<file path="config.mk">
export PLATFORM = sky130hd
export DESIGN_NAME = indexed_shift_array_top_flat
export DESIGN_NICKNAME = d
export VERILOG_FILES = /design/src/design/isa_pkg.sv /design/src/design/isa_if.sv /design/src/design/indexed_shift_array_top.sv /design/src/design/isa_ctrl.sv /design/src/design/isa_datapath.sv /design/src/flat_wrapper.sv
export VERILOG_INCLUDE_DIRS = /design/src /design/src/design
export SDC_FILE = /design/constraint.sdc
export NUM_CORES = 1
export LEC_CHECK = 0
export BUFFER_PORTS_ARGS = -buffer_cell sky130_fd_sc_hd__buf_2
export CELL_PAD_IN_SITES_DETAIL_PLACEMENT = 1
export CELL_PAD_IN_SITES_GLOBAL_PLACEMENT = 1
export CORE_MARGIN = 1
export CORE_UTILIZATION = 35
export CTS_CLUSTER_SIZE = 12
export DETAILED_ROUTE_END_ITERATION = 7
export PLACE_DENSITY = 0.58
export SLEW_MARGIN = 20
export SYNTH_ARGS = -nofsm -noshare
export SYNTH_HDL_FRONTEND = slang
export SYNTH_SLANG_ARGS = --single-unit
</file>
<file path="constraint.sdc">
create_clock -name clock -period 13.3 [get_ports clock]
set_clock_uncertainty 0.05 [all_clocks]
set_input_delay 2.66 -clock clock [delete_from_list [all_inputs] [get_ports clock]]
set_output_delay 2.66 -clock clock [all_outputs]
set_load 0.03 [all_outputs]
</file>
<file path="src/design/indexed_shift_array_top_macros.svh">
// ----------------------------------------------------------------------------
// Assertion macros for indexed_shift_array_top
// Concurrent checks on the clock named clock, masked while reset is high.
// ----------------------------------------------------------------------------
`ifndef INDEXED_SHIFT_ARRAY_TOP_MACROS_SVH
`define INDEXED_SHIFT_ARRAY_TOP_MACROS_SVH
`ifndef SYNTHESIS
// Check that a condition holds at every clock edge
`define ISA_ASSERT_ALWAYS(label, cond) \
   label: assert property (@(posedge clock) disable iff (reset) (cond)) \
      else $error("indexed_shift_array: check failed");
// Check that a condition in one cycle leads to another in the next cycle
`define ISA_ASSERT_NEXT(label, ante, cons) \
   label: assert property (@(posedge clock) disable iff (reset) (ante) |=> (cons)) \
      else $error("indexed_shift_array: sequence check failed");
`else
`define ISA_ASSERT_ALWAYS(label, cond)
`define ISA_ASSERT_NEXT(label, ante, cons)
`endif
`endif

</file>
<file path="src/design/isa_pkg.sv">
// ----------------------------------------------------------------------------
// isa_pkg
// Shared sizes, request and status codes, and controller command type.
// ----------------------------------------------------------------------------
package isa_pkg;

   localparam int DEPTH  = 16;
   localparam int IDX_W  = $clog2(DEPTH);
   localparam int CNT_W  = $clog2(DEPTH + 1);
   localparam int WORD_W = 32;
   localparam int POS_W  = 4;
   localparam int REQ_W  = 3;
   localparam int STAT_W = 2;

   typedef enum logic [REQ_W-1:0] {
      REQ_APPEND      = 3'd0,
      REQ_REMOVE_LAST = 3'd1,
      REQ_INSERT      = 3'd2,
      REQ_REMOVE_AT   = 3'd3,
      REQ_READ        = 3'd4
   } req_code_type;

   typedef enum logic [STAT_W-1:0] {
      STAT_OK     = 2'd0,
      STAT_FULL   = 2'd1,
      STAT_EMPTY  = 2'd2,
      STAT_BADIDX = 2'd3
   } status_code_type;

   // Commands from the controller to the datapath
   typedef struct packed {
      logic capture;   // latch the incoming item
      logic commit;    // execute the latched item and load the result register
   } isa_cmd_type;

endpackage

</file>
<file path="src/design/isa_if.sv">
// ----------------------------------------------------------------------------
// isa_req_if / isa_rsp_if
// Valid/ready channels for request items and result items.
// ----------------------------------------------------------------------------
interface isa_req_if;
   logic                           valid;
   logic                           ready;
   logic [isa_pkg::REQ_W-1:0]      req_type;
   logic [isa_pkg::POS_W-1:0]      position;
   logic signed [isa_pkg::WORD_W-1:0] word_in;

   modport source (output valid, output req_type, output position, output word_in,
                   input ready);
   modport sink   (input valid, input req_type, input position, input word_in,
                   output ready);
endinterface

interface isa_rsp_if;
   logic                              valid;
   logic                              ready;
   logic signed [isa_pkg::WORD_W-1:0] word_out;
   logic [isa_pkg::CNT_W-1:0]         element_count;
   logic                              is_full;
   logic                              is_empty;
   logic [isa_pkg::STAT_W-1:0]        status;

   modport source (output valid, output word_out, output element_count,
                   output is_full, output is_empty, output status, input ready);
   modport sink   (input valid, input word_out, input element_count,
                   input is_full, input is_empty, input status, output ready);
endinterface

</file>
<file path="src/design/indexed_shift_array_top.sv">
// ----------------------------------------------------------------------------
// indexed_shift_array_top
// Ordered array of up to 16 signed words with append, remove, insert, remove
// at index and read requests, one result item per request item.
// ----------------------------------------------------------------------------
// Each request item is first latched; then every cell picks hold, load, shift
// up or shift down in parallel and the result is written to the output
// register. A new item is taken while the previous result still waits on the
// result channel; execution stalls only when that register is still full. No
// new item is taken until the latched one has been executed.
// Refused requests change nothing and report full, empty or bad index.
`include "indexed_shift_array_top_macros.svh"

module indexed_shift_array_top (
   input  logic       clock,
   input  logic       reset,
   isa_req_if.sink    req_if,
   isa_rsp_if.source  rsp_if
);

   localparam int CNT_W = isa_pkg::CNT_W;
   localparam logic [CNT_W-1:0] FULL_COUNT = CNT_W'(isa_pkg::DEPTH);

   isa_pkg::isa_cmd_type cmd;
   logic                 rsp_full_match;
   logic                 rsp_empty_match;

   // Sequence items through the datapath
   isa_ctrl u_ctrl (
      .clock     (clock),
      .reset     (reset),
      .req_valid (req_if.valid),
      .req_ready (req_if.ready),
      .rsp_ready (rsp_if.ready),
      .rsp_valid (rsp_if.valid),
      .cmd       (cmd)
   );

   // Array storage and result formation
   isa_datapath u_datapath (
      .clock         (clock),
      .reset         (reset),
      .cmd           (cmd),
      .req_type      (req_if.req_type),
      .position      (req_if.position),
      .word_in       (req_if.word_in),
      .word_out      (rsp_if.word_out),
      .element_count (rsp_if.element_count),
      .is_full       (rsp_if.is_full),
      .is_empty      (rsp_if.is_empty),
      .status        (rsp_if.status)
   );

   // Flags must agree with the reported count
   assign rsp_full_match  = (rsp_if.is_full == (rsp_if.element_count == FULL_COUNT));
   assign rsp_empty_match = (rsp_if.is_empty == (rsp_if.element_count == '0));

   // Checks
   `ISA_ASSERT_ALWAYS(a_no_capture_and_commit, !(cmd.capture && cmd.commit))
   `ISA_ASSERT_NEXT(a_commit_shows_result, cmd.commit, rsp_if.valid)
   `ISA_ASSERT_ALWAYS(a_count_in_range, !rsp_if.valid || (rsp_if.element_count <= FULL_COUNT))
   `ISA_ASSERT_ALWAYS(a_flags_match_count, !rsp_if.valid || (rsp_full_match && rsp_empty_match))

endmodule

</file>
<file path="src/design/isa_ctrl.sv">
// ----------------------------------------------------------------------------
// isa_ctrl
// Two-state controller: take an item, then execute it into the result register.
// ----------------------------------------------------------------------------
module isa_ctrl (
   input  logic                 clock,
   input  logic                 reset,
   input  logic                 req_valid,
   output logic                 req_ready,
   input  logic                 rsp_ready,
   output logic                 rsp_valid,
   output isa_pkg::isa_cmd_type cmd
);

   typedef enum logic [1:0] {
      ST_IDLE = 2'b01,
      ST_EXEC = 2'b10
   } state_type;

   state_type state_ff, state_in;
   logic      rsp_valid_ff, rsp_valid_in;
   logic      slot_free;

   // Result register can take a new item when empty or being drained
   assign slot_free = !rsp_valid_ff || rsp_ready;

   // Next state and commands
   always_comb begin
      state_in    = state_ff;
      cmd.capture = 1'b0;
      cmd.commit  = 1'b0;
      req_ready   = 1'b0;
      unique case (state_ff)
         ST_IDLE: begin
            req_ready = 1'b1;
            if (req_valid) begin
               cmd.capture = 1'b1;
               state_in    = ST_EXEC;
            end
         end
         ST_EXEC: begin
            if (slot_free) begin
               cmd.commit = 1'b1;
               state_in   = ST_IDLE;
            end
         end
         default: begin
            state_in = ST_IDLE;
         end
      endcase
   end

   // Hold the result valid until taken
   always_comb begin
      if (cmd.commit) begin
         rsp_valid_in = 1'b1;
      end else begin
         rsp_valid_in = rsp_valid_ff && !rsp_ready;
      end
   end

   always_ff @(posedge clock) begin
      if (reset) begin
         state_ff     <= ST_IDLE;
         rsp_valid_ff <= 1'b0;
      end else begin
         state_ff     <= state_in;
         rsp_valid_ff <= rsp_valid_in;
      end
   end

   assign rsp_valid = rsp_valid_ff;

endmodule

</file>
<file path="src/design/isa_datapath.sv">
// ----------------------------------------------------------------------------
// isa_datapath
// Cell array with per-cell hold/shift/load select, count, request and result
// registers.
// ----------------------------------------------------------------------------
module isa_datapath (
   input  logic                                clock,
   input  logic                                reset,
   input  isa_pkg::isa_cmd_type                cmd,
   input  logic [isa_pkg::REQ_W-1:0]           req_type,
   input  logic [isa_pkg::POS_W-1:0]           position,
   input  logic signed [isa_pkg::WORD_W-1:0]   word_in,
   output logic signed [isa_pkg::WORD_W-1:0]   word_out,
   output logic [isa_pkg::CNT_W-1:0]           element_count,
   output logic                                is_full,
   output logic                                is_empty,
   output logic [isa_pkg::STAT_W-1:0]          status
);

   localparam int DEPTH  = isa_pkg::DEPTH;
   localparam int CNT_W  = isa_pkg::CNT_W;
   localparam int IDX_W  = isa_pkg::IDX_W;
   localparam int WORD_W = isa_pkg::WORD_W;
   localparam logic [CNT_W-1:0] DEPTH_CNT = CNT_W'(DEPTH);

   // Latched request
   logic [isa_pkg::REQ_W-1:0]  op_ff;
   logic [isa_pkg::POS_W-1:0]  pos_ff;
   logic [WORD_W-1:0]          word_ff;

   // Array state
   logic [WORD_W-1:0] cells_ff [DEPTH];
   logic [WORD_W-1:0] cells_in [DEPTH];
   logic [CNT_W-1:0]  count_ff, count_in;

   // Result register
   logic [WORD_W-1:0]          word_out_ff, word_out_in;
   logic [CNT_W-1:0]           count_out_ff;
   logic                       full_out_ff, empty_out_ff;
   isa_pkg::status_code_type   stat_ff, stat_in;

   logic             arr_full, arr_empty;
   logic [CNT_W-1:0] pos_ext, ins_pos;
   logic             stat_ok;
   logic             do_insert, do_remove_at, do_remove_last, do_read;

   // Capture the incoming item
   always_ff @(posedge clock) begin
      if (cmd.capture) begin
         op_ff   <= req_type;
         pos_ff  <= position;
         word_ff <= word_in;
      end
   end

   assign arr_full  = (count_ff == DEPTH_CNT);
   assign arr_empty = (count_ff == '0);
   assign pos_ext   = CNT_W'(pos_ff);
   // Append is an insert at the current count
   assign ins_pos   = (op_ff == isa_pkg::REQ_APPEND) ? count_ff : pos_ext;

   // Classify the request
   always_comb begin
      stat_in = isa_pkg::STAT_OK;
      case (op_ff) inside
         isa_pkg::REQ_APPEND: begin
            if (arr_full) stat_in = isa_pkg::STAT_FULL;
         end
         isa_pkg::REQ_REMOVE_LAST: begin
            if (arr_empty) stat_in = isa_pkg::STAT_EMPTY;
         end
         isa_pkg::REQ_INSERT: begin
            if (arr_full) begin
               stat_in = isa_pkg::STAT_FULL;
            end else if (pos_ext > count_ff) begin
               stat_in = isa_pkg::STAT_BADIDX;
            end
         end
         isa_pkg::REQ_REMOVE_AT, isa_pkg::REQ_READ: begin
            if (arr_empty) begin
               stat_in = isa_pkg::STAT_EMPTY;
            end else if (pos_ext >= count_ff) begin
               stat_in = isa_pkg::STAT_BADIDX;
            end
         end
         default: begin
            stat_in = isa_pkg::STAT_OK;
         end
      endcase
   end

   assign stat_ok        = (stat_in == isa_pkg::STAT_OK);
   assign do_insert      = stat_ok && ((op_ff == isa_pkg::REQ_APPEND) ||
                                       (op_ff == isa_pkg::REQ_INSERT));
   assign do_remove_last = stat_ok && (op_ff == isa_pkg::REQ_REMOVE_LAST);
   assign do_remove_at   = stat_ok && (op_ff == isa_pkg::REQ_REMOVE_AT);
   assign do_read        = stat_ok && (op_ff == isa_pkg::REQ_READ);

   // Per-cell select: hold, load, take lower neighbor, take upper neighbor
   for (genvar i = 0; i < DEPTH; i++) begin : g_cell
      localparam logic [CNT_W-1:0] IDX      = CNT_W'(i);
      localparam logic [CNT_W-1:0] IDX_NEXT = CNT_W'(i + 1);
      always_comb begin
         cells_in[i] = cells_ff[i];
         if (do_insert) begin
            if (IDX == ins_pos) begin
               cells_in[i] = word_ff;
            end else if (IDX > ins_pos && IDX <= count_ff) begin
               if (i > 0) cells_in[i] = cells_ff[(i > 0) ? i - 1 : 0];
            end
         end else if (do_remove_at) begin
            if (IDX >= pos_ext && IDX_NEXT < count_ff) begin
               if (i < DEPTH - 1) cells_in[i] = cells_ff[(i < DEPTH - 1) ? i + 1 : i];
            end
         end
      end
   end

   // Cells carry no reset; advance only on commit
   always_ff @(posedge clock) begin
      if (cmd.commit) begin
         for (int k = 0; k < DEPTH; k++) begin
            cells_ff[k] <= cells_in[k];
         end
      end
   end

   // Update the count
   always_comb begin
      count_in = count_ff;
      if (do_insert) begin
         count_in = count_ff + CNT_W'(1);
      end else if (do_remove_last || do_remove_at) begin
         count_in = count_ff - CNT_W'(1);
      end
   end

   always_ff @(posedge clock) begin
      if (reset) begin
         count_ff <= '0;
      end else if (cmd.commit) begin
         count_ff <= count_in;
      end
   end

   // Read word, zero unless a successful read
   assign word_out_in = do_read ? cells_ff[pos_ext[IDX_W-1:0]] : '0;

   // Load the result register
   always_ff @(posedge clock) begin
      if (cmd.commit) begin
         word_out_ff  <= word_out_in;
         count_out_ff <= count_in;
         full_out_ff  <= (count_in == DEPTH_CNT);
         empty_out_ff <= (count_in == '0);
         stat_ff      <= stat_in;
      end
   end

   assign word_out      = word_out_ff;
   assign element_count = count_out_ff;
   assign is_full       = full_out_ff;
   assign is_empty      = empty_out_ff;
   assign status        = stat_ff;

endmodule

</file>
<file path="src/flat_wrapper.sv">
// flat-port wrapper written by rule: the top's interface ports become plain ports
module indexed_shift_array_top_flat 
  (clock, reset, req_if_valid, req_if_req_type, req_if_position, req_if_word_in, req_if_ready, rsp_if_valid, rsp_if_word_out, rsp_if_element_count, rsp_if_is_full, rsp_if_is_empty, rsp_if_status, rsp_if_ready);
  isa_req_if req_if_i ();
  isa_rsp_if rsp_if_i ();
  input  logic clock;
  input  logic reset;
  input wire logic [$bits(req_if_i.valid)-1:0] req_if_valid;
  input wire logic [$bits(req_if_i.req_type)-1:0] req_if_req_type;
  input wire logic [$bits(req_if_i.position)-1:0] req_if_position;
  input wire logic [$bits(req_if_i.word_in)-1:0] req_if_word_in;
  output wire logic [$bits(req_if_i.ready)-1:0] req_if_ready;
  output wire logic [$bits(rsp_if_i.valid)-1:0] rsp_if_valid;
  output wire logic [$bits(rsp_if_i.word_out)-1:0] rsp_if_word_out;
  output wire logic [$bits(rsp_if_i.element_count)-1:0] rsp_if_element_count;
  output wire logic [$bits(rsp_if_i.is_full)-1:0] rsp_if_is_full;
  output wire logic [$bits(rsp_if_i.is_empty)-1:0] rsp_if_is_empty;
  output wire logic [$bits(rsp_if_i.status)-1:0] rsp_if_status;
  input wire logic [$bits(rsp_if_i.ready)-1:0] rsp_if_ready;
  assign req_if_i.valid = req_if_valid;
  assign req_if_i.req_type = req_if_req_type;
  assign req_if_i.position = req_if_position;
  assign req_if_i.word_in = req_if_word_in;
  assign req_if_ready = req_if_i.ready;
  assign rsp_if_valid = rsp_if_i.valid;
  assign rsp_if_word_out = rsp_if_i.word_out;
  assign rsp_if_element_count = rsp_if_i.element_count;
  assign rsp_if_is_full = rsp_if_i.is_full;
  assign rsp_if_is_empty = rsp_if_i.is_empty;
  assign rsp_if_status = rsp_if_i.status;
  assign rsp_if_i.ready = rsp_if_ready;
  indexed_shift_array_top u_core (.clock(clock), .reset(reset), .req_if(req_if_i), .rsp_if(rsp_if_i));
endmodule
</file>
# == Yosys cells after proc, flatten, opt, wreduce, memory -nomap -nowiden ==
# Memory sizes are Yosys's and may differ from the RTL's. A register that Yosys moved wholly into a read port is not among the register bits.
# Index checks and enable logic that the tools add are counted.
# Widths: inputs -> output; s select.
# op_classes
eq_ne,25
addsub,2
n_mux,101
order_cmp,62
reduce_logical,48
# ops
operator,count
$mux 32,77
$eq 4x5->1 const A,8
$gt 4x5->1 const A,8
$le 4x5->1 const A,8
$lt 4x5->1 const A,8
$logic_and 1x1->1,35
$ge 4x4->1 const A,7
$mux 2,11
$eq 3x5->1 const A,4
$gt 3x5->1 const A,4
$le 3x5->1 const A,4
$lt 3x5->1 const A,4
$ge 3x4->1 const A,4
$logic_not 5->1,3
$mux 5,3
$eq 2x5->1 const A,2
$eq 5x5->1 const B,2
$gt 2x5->1 const A,2
$le 2x5->1 const A,2
$lt 2x5->1 const A,2
$mux 1,9
$ge 1x4->1 const A,2
$ge 2x4->1 const A,2
$eq 3x2->1 const B,2
other kinds (20),25
# totals
in_bits,43
memories,1
out_inout_bits,43
word_cells,249
mem_bits_rw,512
register_bits,56
# mem_list
name,depth,word_bits,rd,rd_clocked_by_memory_dff,write_ports,line_no,text
u_core.u_datapath.cells_ff,16,32,17,1,16,isa_datapath.sv:32,logic [WORD_W-1:0] cells_ff [DEPTH];

# == Logic depth before layout (Yosys ltp) ==
# logic_depth
depth_word,13
ltp_mapped,16
mapped_depth_nobuf,8

# == By module ==
# From an unflattened synthesis, not the netlist that was laid out.
# unflattened
cells_unflattened,2781
hier_area_um2,33983.8
# modules_own_cells
mod,seq_area_each_um2,area_per_inst_um2,n_inst,cells_per_inst
isa_datapath,17877.1,33855.0,1,2769
isa_ctrl,60.1,128.9,1,12

# == Worst setup path after synthesis ==
# Ideal clock, no wire load.
# synth_timing
kind,in2reg
startpoint,input rsp_if_ready
endpoint,memory u_core.u_datapath.cells_ff[9][0] (enable)
setup_time_ps,470
n_path_buf,1
t_arrival_ps,6797
cell_stages,6
required_ps,12780
slack_ps,5983
cell_sequence,nand2b_1 > nand2_1 > inv_1 > nand3_1 > clkbuf_1 > a211oi_1
# synth_rtl
element,line_no,text
"start, declared",flat_wrapper.sv:19,input wire logic [$bits(rsp_if_i.ready)-1:0] rsp_if_ready;
"end, declared",isa_datapath.sv:32,

==> qor.log <==
qor: clocking.post_cts_resize_count 0
qor: floorplanning.fp.dieH 312 um
qor: worst_setup_path.endpoint_kind flip-flop
qor: yosys.synth_edf_count 592
qor: yosys.postSynthCellCount 2752
qor: worst_setup_path.crit_slowest_cell edfxtp_1
qor: worst_setup_path.most_frequent_cp_cell buf_4
qor: floorplanning.start_util 35.3%
qor: timing.worstMarginPinSlew 1.08 ns
qor: clocking.ctsLongestPathBuffers 3
qor: worst_setup_path.critical_path.startpoint_type flip-flop
qor: floorplanning.die-area 97200 um^2
qor: layout.post_route_cells_drive_above_1_share 17.0%
qor: worst_setup_path.crit_arrival 6.18 ns
qor: clocking.cts-hold-fix-buffers 0
qor: timing.maxClockFrequency 167 MHz
qor: timing.finalHoldViolCount 0
qor: yosys.synth_cell_type_count 64
qor: yosys.synth_area_leaders edfxtp_1 53%, mux2i_1 13%, mux4_2 11%, nand2_1 5.2%, o21ai_0 4.3%
qor: detailed_routing.vias 23200
qor: timing.unrepaired_setup_endpoints_after_global_routing no
qor: global_route.antenna_found_initial 2
qor: placement.detail_placement_hpwl 59.6 mm
qor: layout.antenna_cells_inserted 0
qor: yosys.synth-seq-cells 600
qor: global_route.vias_in_the_first_global_route 24000
qor: floorplanning.row_count 113
qor: detailed_routing.drc 0
qor: floorplanning.die_w 312 um
qor: clocking.cts_tree done
qor: power_and_ir_drop.irDropWorstVdd 0.0000846 V
qor: layout.fin_area 37500 um^2
qor: power_and_ir_drop.switching_power 1.13 mW
qor: yosys.synth_area_leader_cell edfxtp_1
qor: placement.finalWeightedCongestion 0.828
qor: power_and_ir_drop.clkPwrFrac 43.9%
qor: floorplanning.pin_count 86
qor: worst_setup_path.critical_path_cell_by_cell buf_4 -> ha_1 -> and4b_1 -> a211oi_2 -> o211a_4 -> buf_4 -> nand3_1 -> a21oi_4 -> buf_4
qor: layout.fillers 9983
qor: worst_setup_path.critical_path_class flip-flop to flip-flop
qor: power_and_ir_drop.leakage 13.9 nW
qor: clocking.cts_root_buffer clkbuf_16
qor: yosys.synth_largest_type_area_fraction 52.9%
qor: detailed_routing.post_drt_via_cell_ratio 5.73
qor: detailed_routing.detail-route-antenna-nets 0
qor: detailed_routing.post_dr_wirelength_cell 27.4 um
qor: clocking.cts_setup_buffers 0
qor: timing.min_period 5.98 ns
qor: global_route.grt_start_max_net_pins 288
qor: power_and_ir_drop.cellInternalPower 3.36 mW
qor: yosys.synth.cells.most_frequent 592 x edfxtp_1, 464 x nand2_1, 448 x mux2i_1
qor: global_route.global_route.usage.total 22.5%
qor: power_and_ir_drop.switching_fraction 25.2%
qor: timing.total_count_of_max_transition_violations_in_the_final_report 0
qor: layout.num-nets-final 2769
qor: clocking.clock_sinks 600
qor: worst_setup_path.timing.critical_path.max_delay_family buffers and inverters
qor: yosys.most_frequently_used_cell_type_in_the_post_synthesis_netlist edfxtp_1
qor: yosys.synth_ff_type edfxtp_1
qor: hold_path.min-delay-path-class flip-flop to flip-flop
qor: power_and_ir_drop.power.combinational.fraction 8.8%
qor: run.max_cap_viol_count 0
qor: placement.place.port_buffers 85
qor: floorplanning.core_region_area 95000 um^2
qor: worst_setup_path.timing.critical_path.fanout_max 72
qor: yosys.post_synth_instance_area 33600 um^2
qor: detailed_routing.number_of_detailed_routing_iterations_run_before_antenna_repair 7
qor: power_and_ir_drop.power.total 4.49 mW
qor: yosys.avgSynthCellArea 12.2 um^2
qor: placement.detailed_place.area 35200 um^2
qor: worst_setup_path.worst-r2r-setup-slack 7.32 ns
qor: power_and_ir_drop.seqPwrFrac 47.3%
qor: yosys.syn-num-nets 2804
qor: timing.relSlewSlack 28.2%
qor: clocking.worst_skew_pair.late_latency 0.64 ns
qor: run_status.run_status finished clean
qor: worst_setup_path.timing.critical_path.buf_inv 3
qor: timing.finalCritPeriodShare 45.0%
qor: detailed_routing.detail_route.wirelength 111 mm
qor: global_route.grt_first_pass_wirelength 164 mm
qor: yosys.asyncSetResetFlopFracSynth 0%
qor: layout.synthToLayoutAreaGrowth 11.6%
qor: timing.tns_setup 0 ns
qor: yosys.ys_warn_count 0
qor: worst_setup_path.cpPeakStageDelay 1.04 ns
qor: clocking.cts_made_buffers 73
qor: clocking.cts-htree-levels 3
qor: global_route.globalRouteOverflowTotal 0
qor: yosys.ys_seq_area_share 53.4%
qor: detailed_routing.detailedRoute.firstIterationViolations 1893
qor: worst_setup_path.critPathRequiredTime 13.51 ns
qor: power_and_ir_drop.power.density_cell_area 120 nW/um^2
qor: clocking.cts.reportedPaths.clkPinSlew 0.06 ns
qor: timing.timing.final.setup_violations 0
[cell usage in the layout (no fill, tap or decap), drive strengths merged, types with 27 or more instances in the layout]
master  Yosys  layout
a21oi     124     124
buf        80     135
clkbuf    165      94
clkinv      1      27
edfxtp    592     592
mux2       36      36
mux2i     451     451
mux4      160     160
nand2     467     467
nor2      131     131
nor2b      38      38
o21ai     373     373
[metal layers]
metal	GRT usage (%)	share of wire, %	up-vias
met5	0	0	-
met4	5.47	1.9	0
met3	2.69	3.9	126
met2	36.6	48	544
met1	31.9	47	12200
li1	-	-	10300
[worst paths after layout]
kind                                                  start                           endpoint  cells past startpoint
worst max-delay path            u_core.u_datapath.pos_ff[3]  u_core.u_datapath.cells_ff[1][21]                      9
worst min-delay path              u_core.u_ctrl.state_ff[1]            u_core.u_ctrl.rsp_valid                      2
worst max register to register  u_core.u_datapath.pos_ff[3]  u_core.u_datapath.cells_ff[1][21]                      9
worst min register to register    u_core.u_ctrl.state_ff[1]            u_core.u_ctrl.rsp_valid                      2
[state kept, by name, indices dropped and copies added, names as in the netlist, 3 cells and up]
name and count:
u_core.u_datapath.element_count 5, u_core.u_datapath.word_ff 32, u_core.u_datapath.op_ff 3, u_core.u_datapath.pos_ff 4
u_core.u_datapath.word_out 32, u_core.u_datapath.count_ff 5, u_core.u_datapath.cells_ff 512
[logic make-up (layout without fill, tap and decap cells)]
group,after synthesis,after routing,synth area share (%)
AND/OR/NAND/NOR,701,701,8.85
multiplexers,647,647,25.5
flip-flops,600,600,53.4
AO/OA/AOI/OAI,535,535,8.40
buffers and inverters,254,274,3.36
adder cells (fa/ha/maj),9,9,0.335
XOR/XNOR,6,6,0.157
[power by group through the flow]
stage / registers (mW) / clock network [mW] / logic [mW]
after floorplan: 2.14 / 0 / 0.295
after global placement: 2.16 / 0 / 0.387
after detailed placement: 2.16 / 0 / 0.396
after CTS: 2.12 / 2.03 / 0.396
after global routing: 2.12 / 2.09 / 0.424
final: 2.12 / 1.97 / 0.394
[cell type report]
cell class                      count  area, um^2  share of cell area [%]
Clock buffer                       94        1910                    5.09
Clock inverter                     36         375                    1.00
Inverter                            9        33.8                  0.0902
Multi-Input combinational cell   1898       14800                    39.4
Sequential cell                   600       17900                    47.9
Tap cell                         1265        1580                    4.22
Timing Repair Buffer              135         875                    2.33
[per-stage QoR]
step           worst slack, ns  instances  util (%)  hold WS [ns]
5_1_grt                   7.03       4037      39.4         0.494
3_3_place_gp              7.32       3906      37.0         0.419
4_1_cts                   7.27       4036      39.4         0.457
3_5_place_dp              7.27       3906      37.0         0.449
6_report                  7.32       4037      39.4         0.443
2_1_floorplan             5.98       2752         -         0.408
[tightest hold or removal path, cell delays in order (launching register included)]
cell and delay (ns):
dfxtp_1 0.32, nand2b_1 0.07, a21oi_1 0.06
No activity file was read; power rests on OpenSTA's default activity.
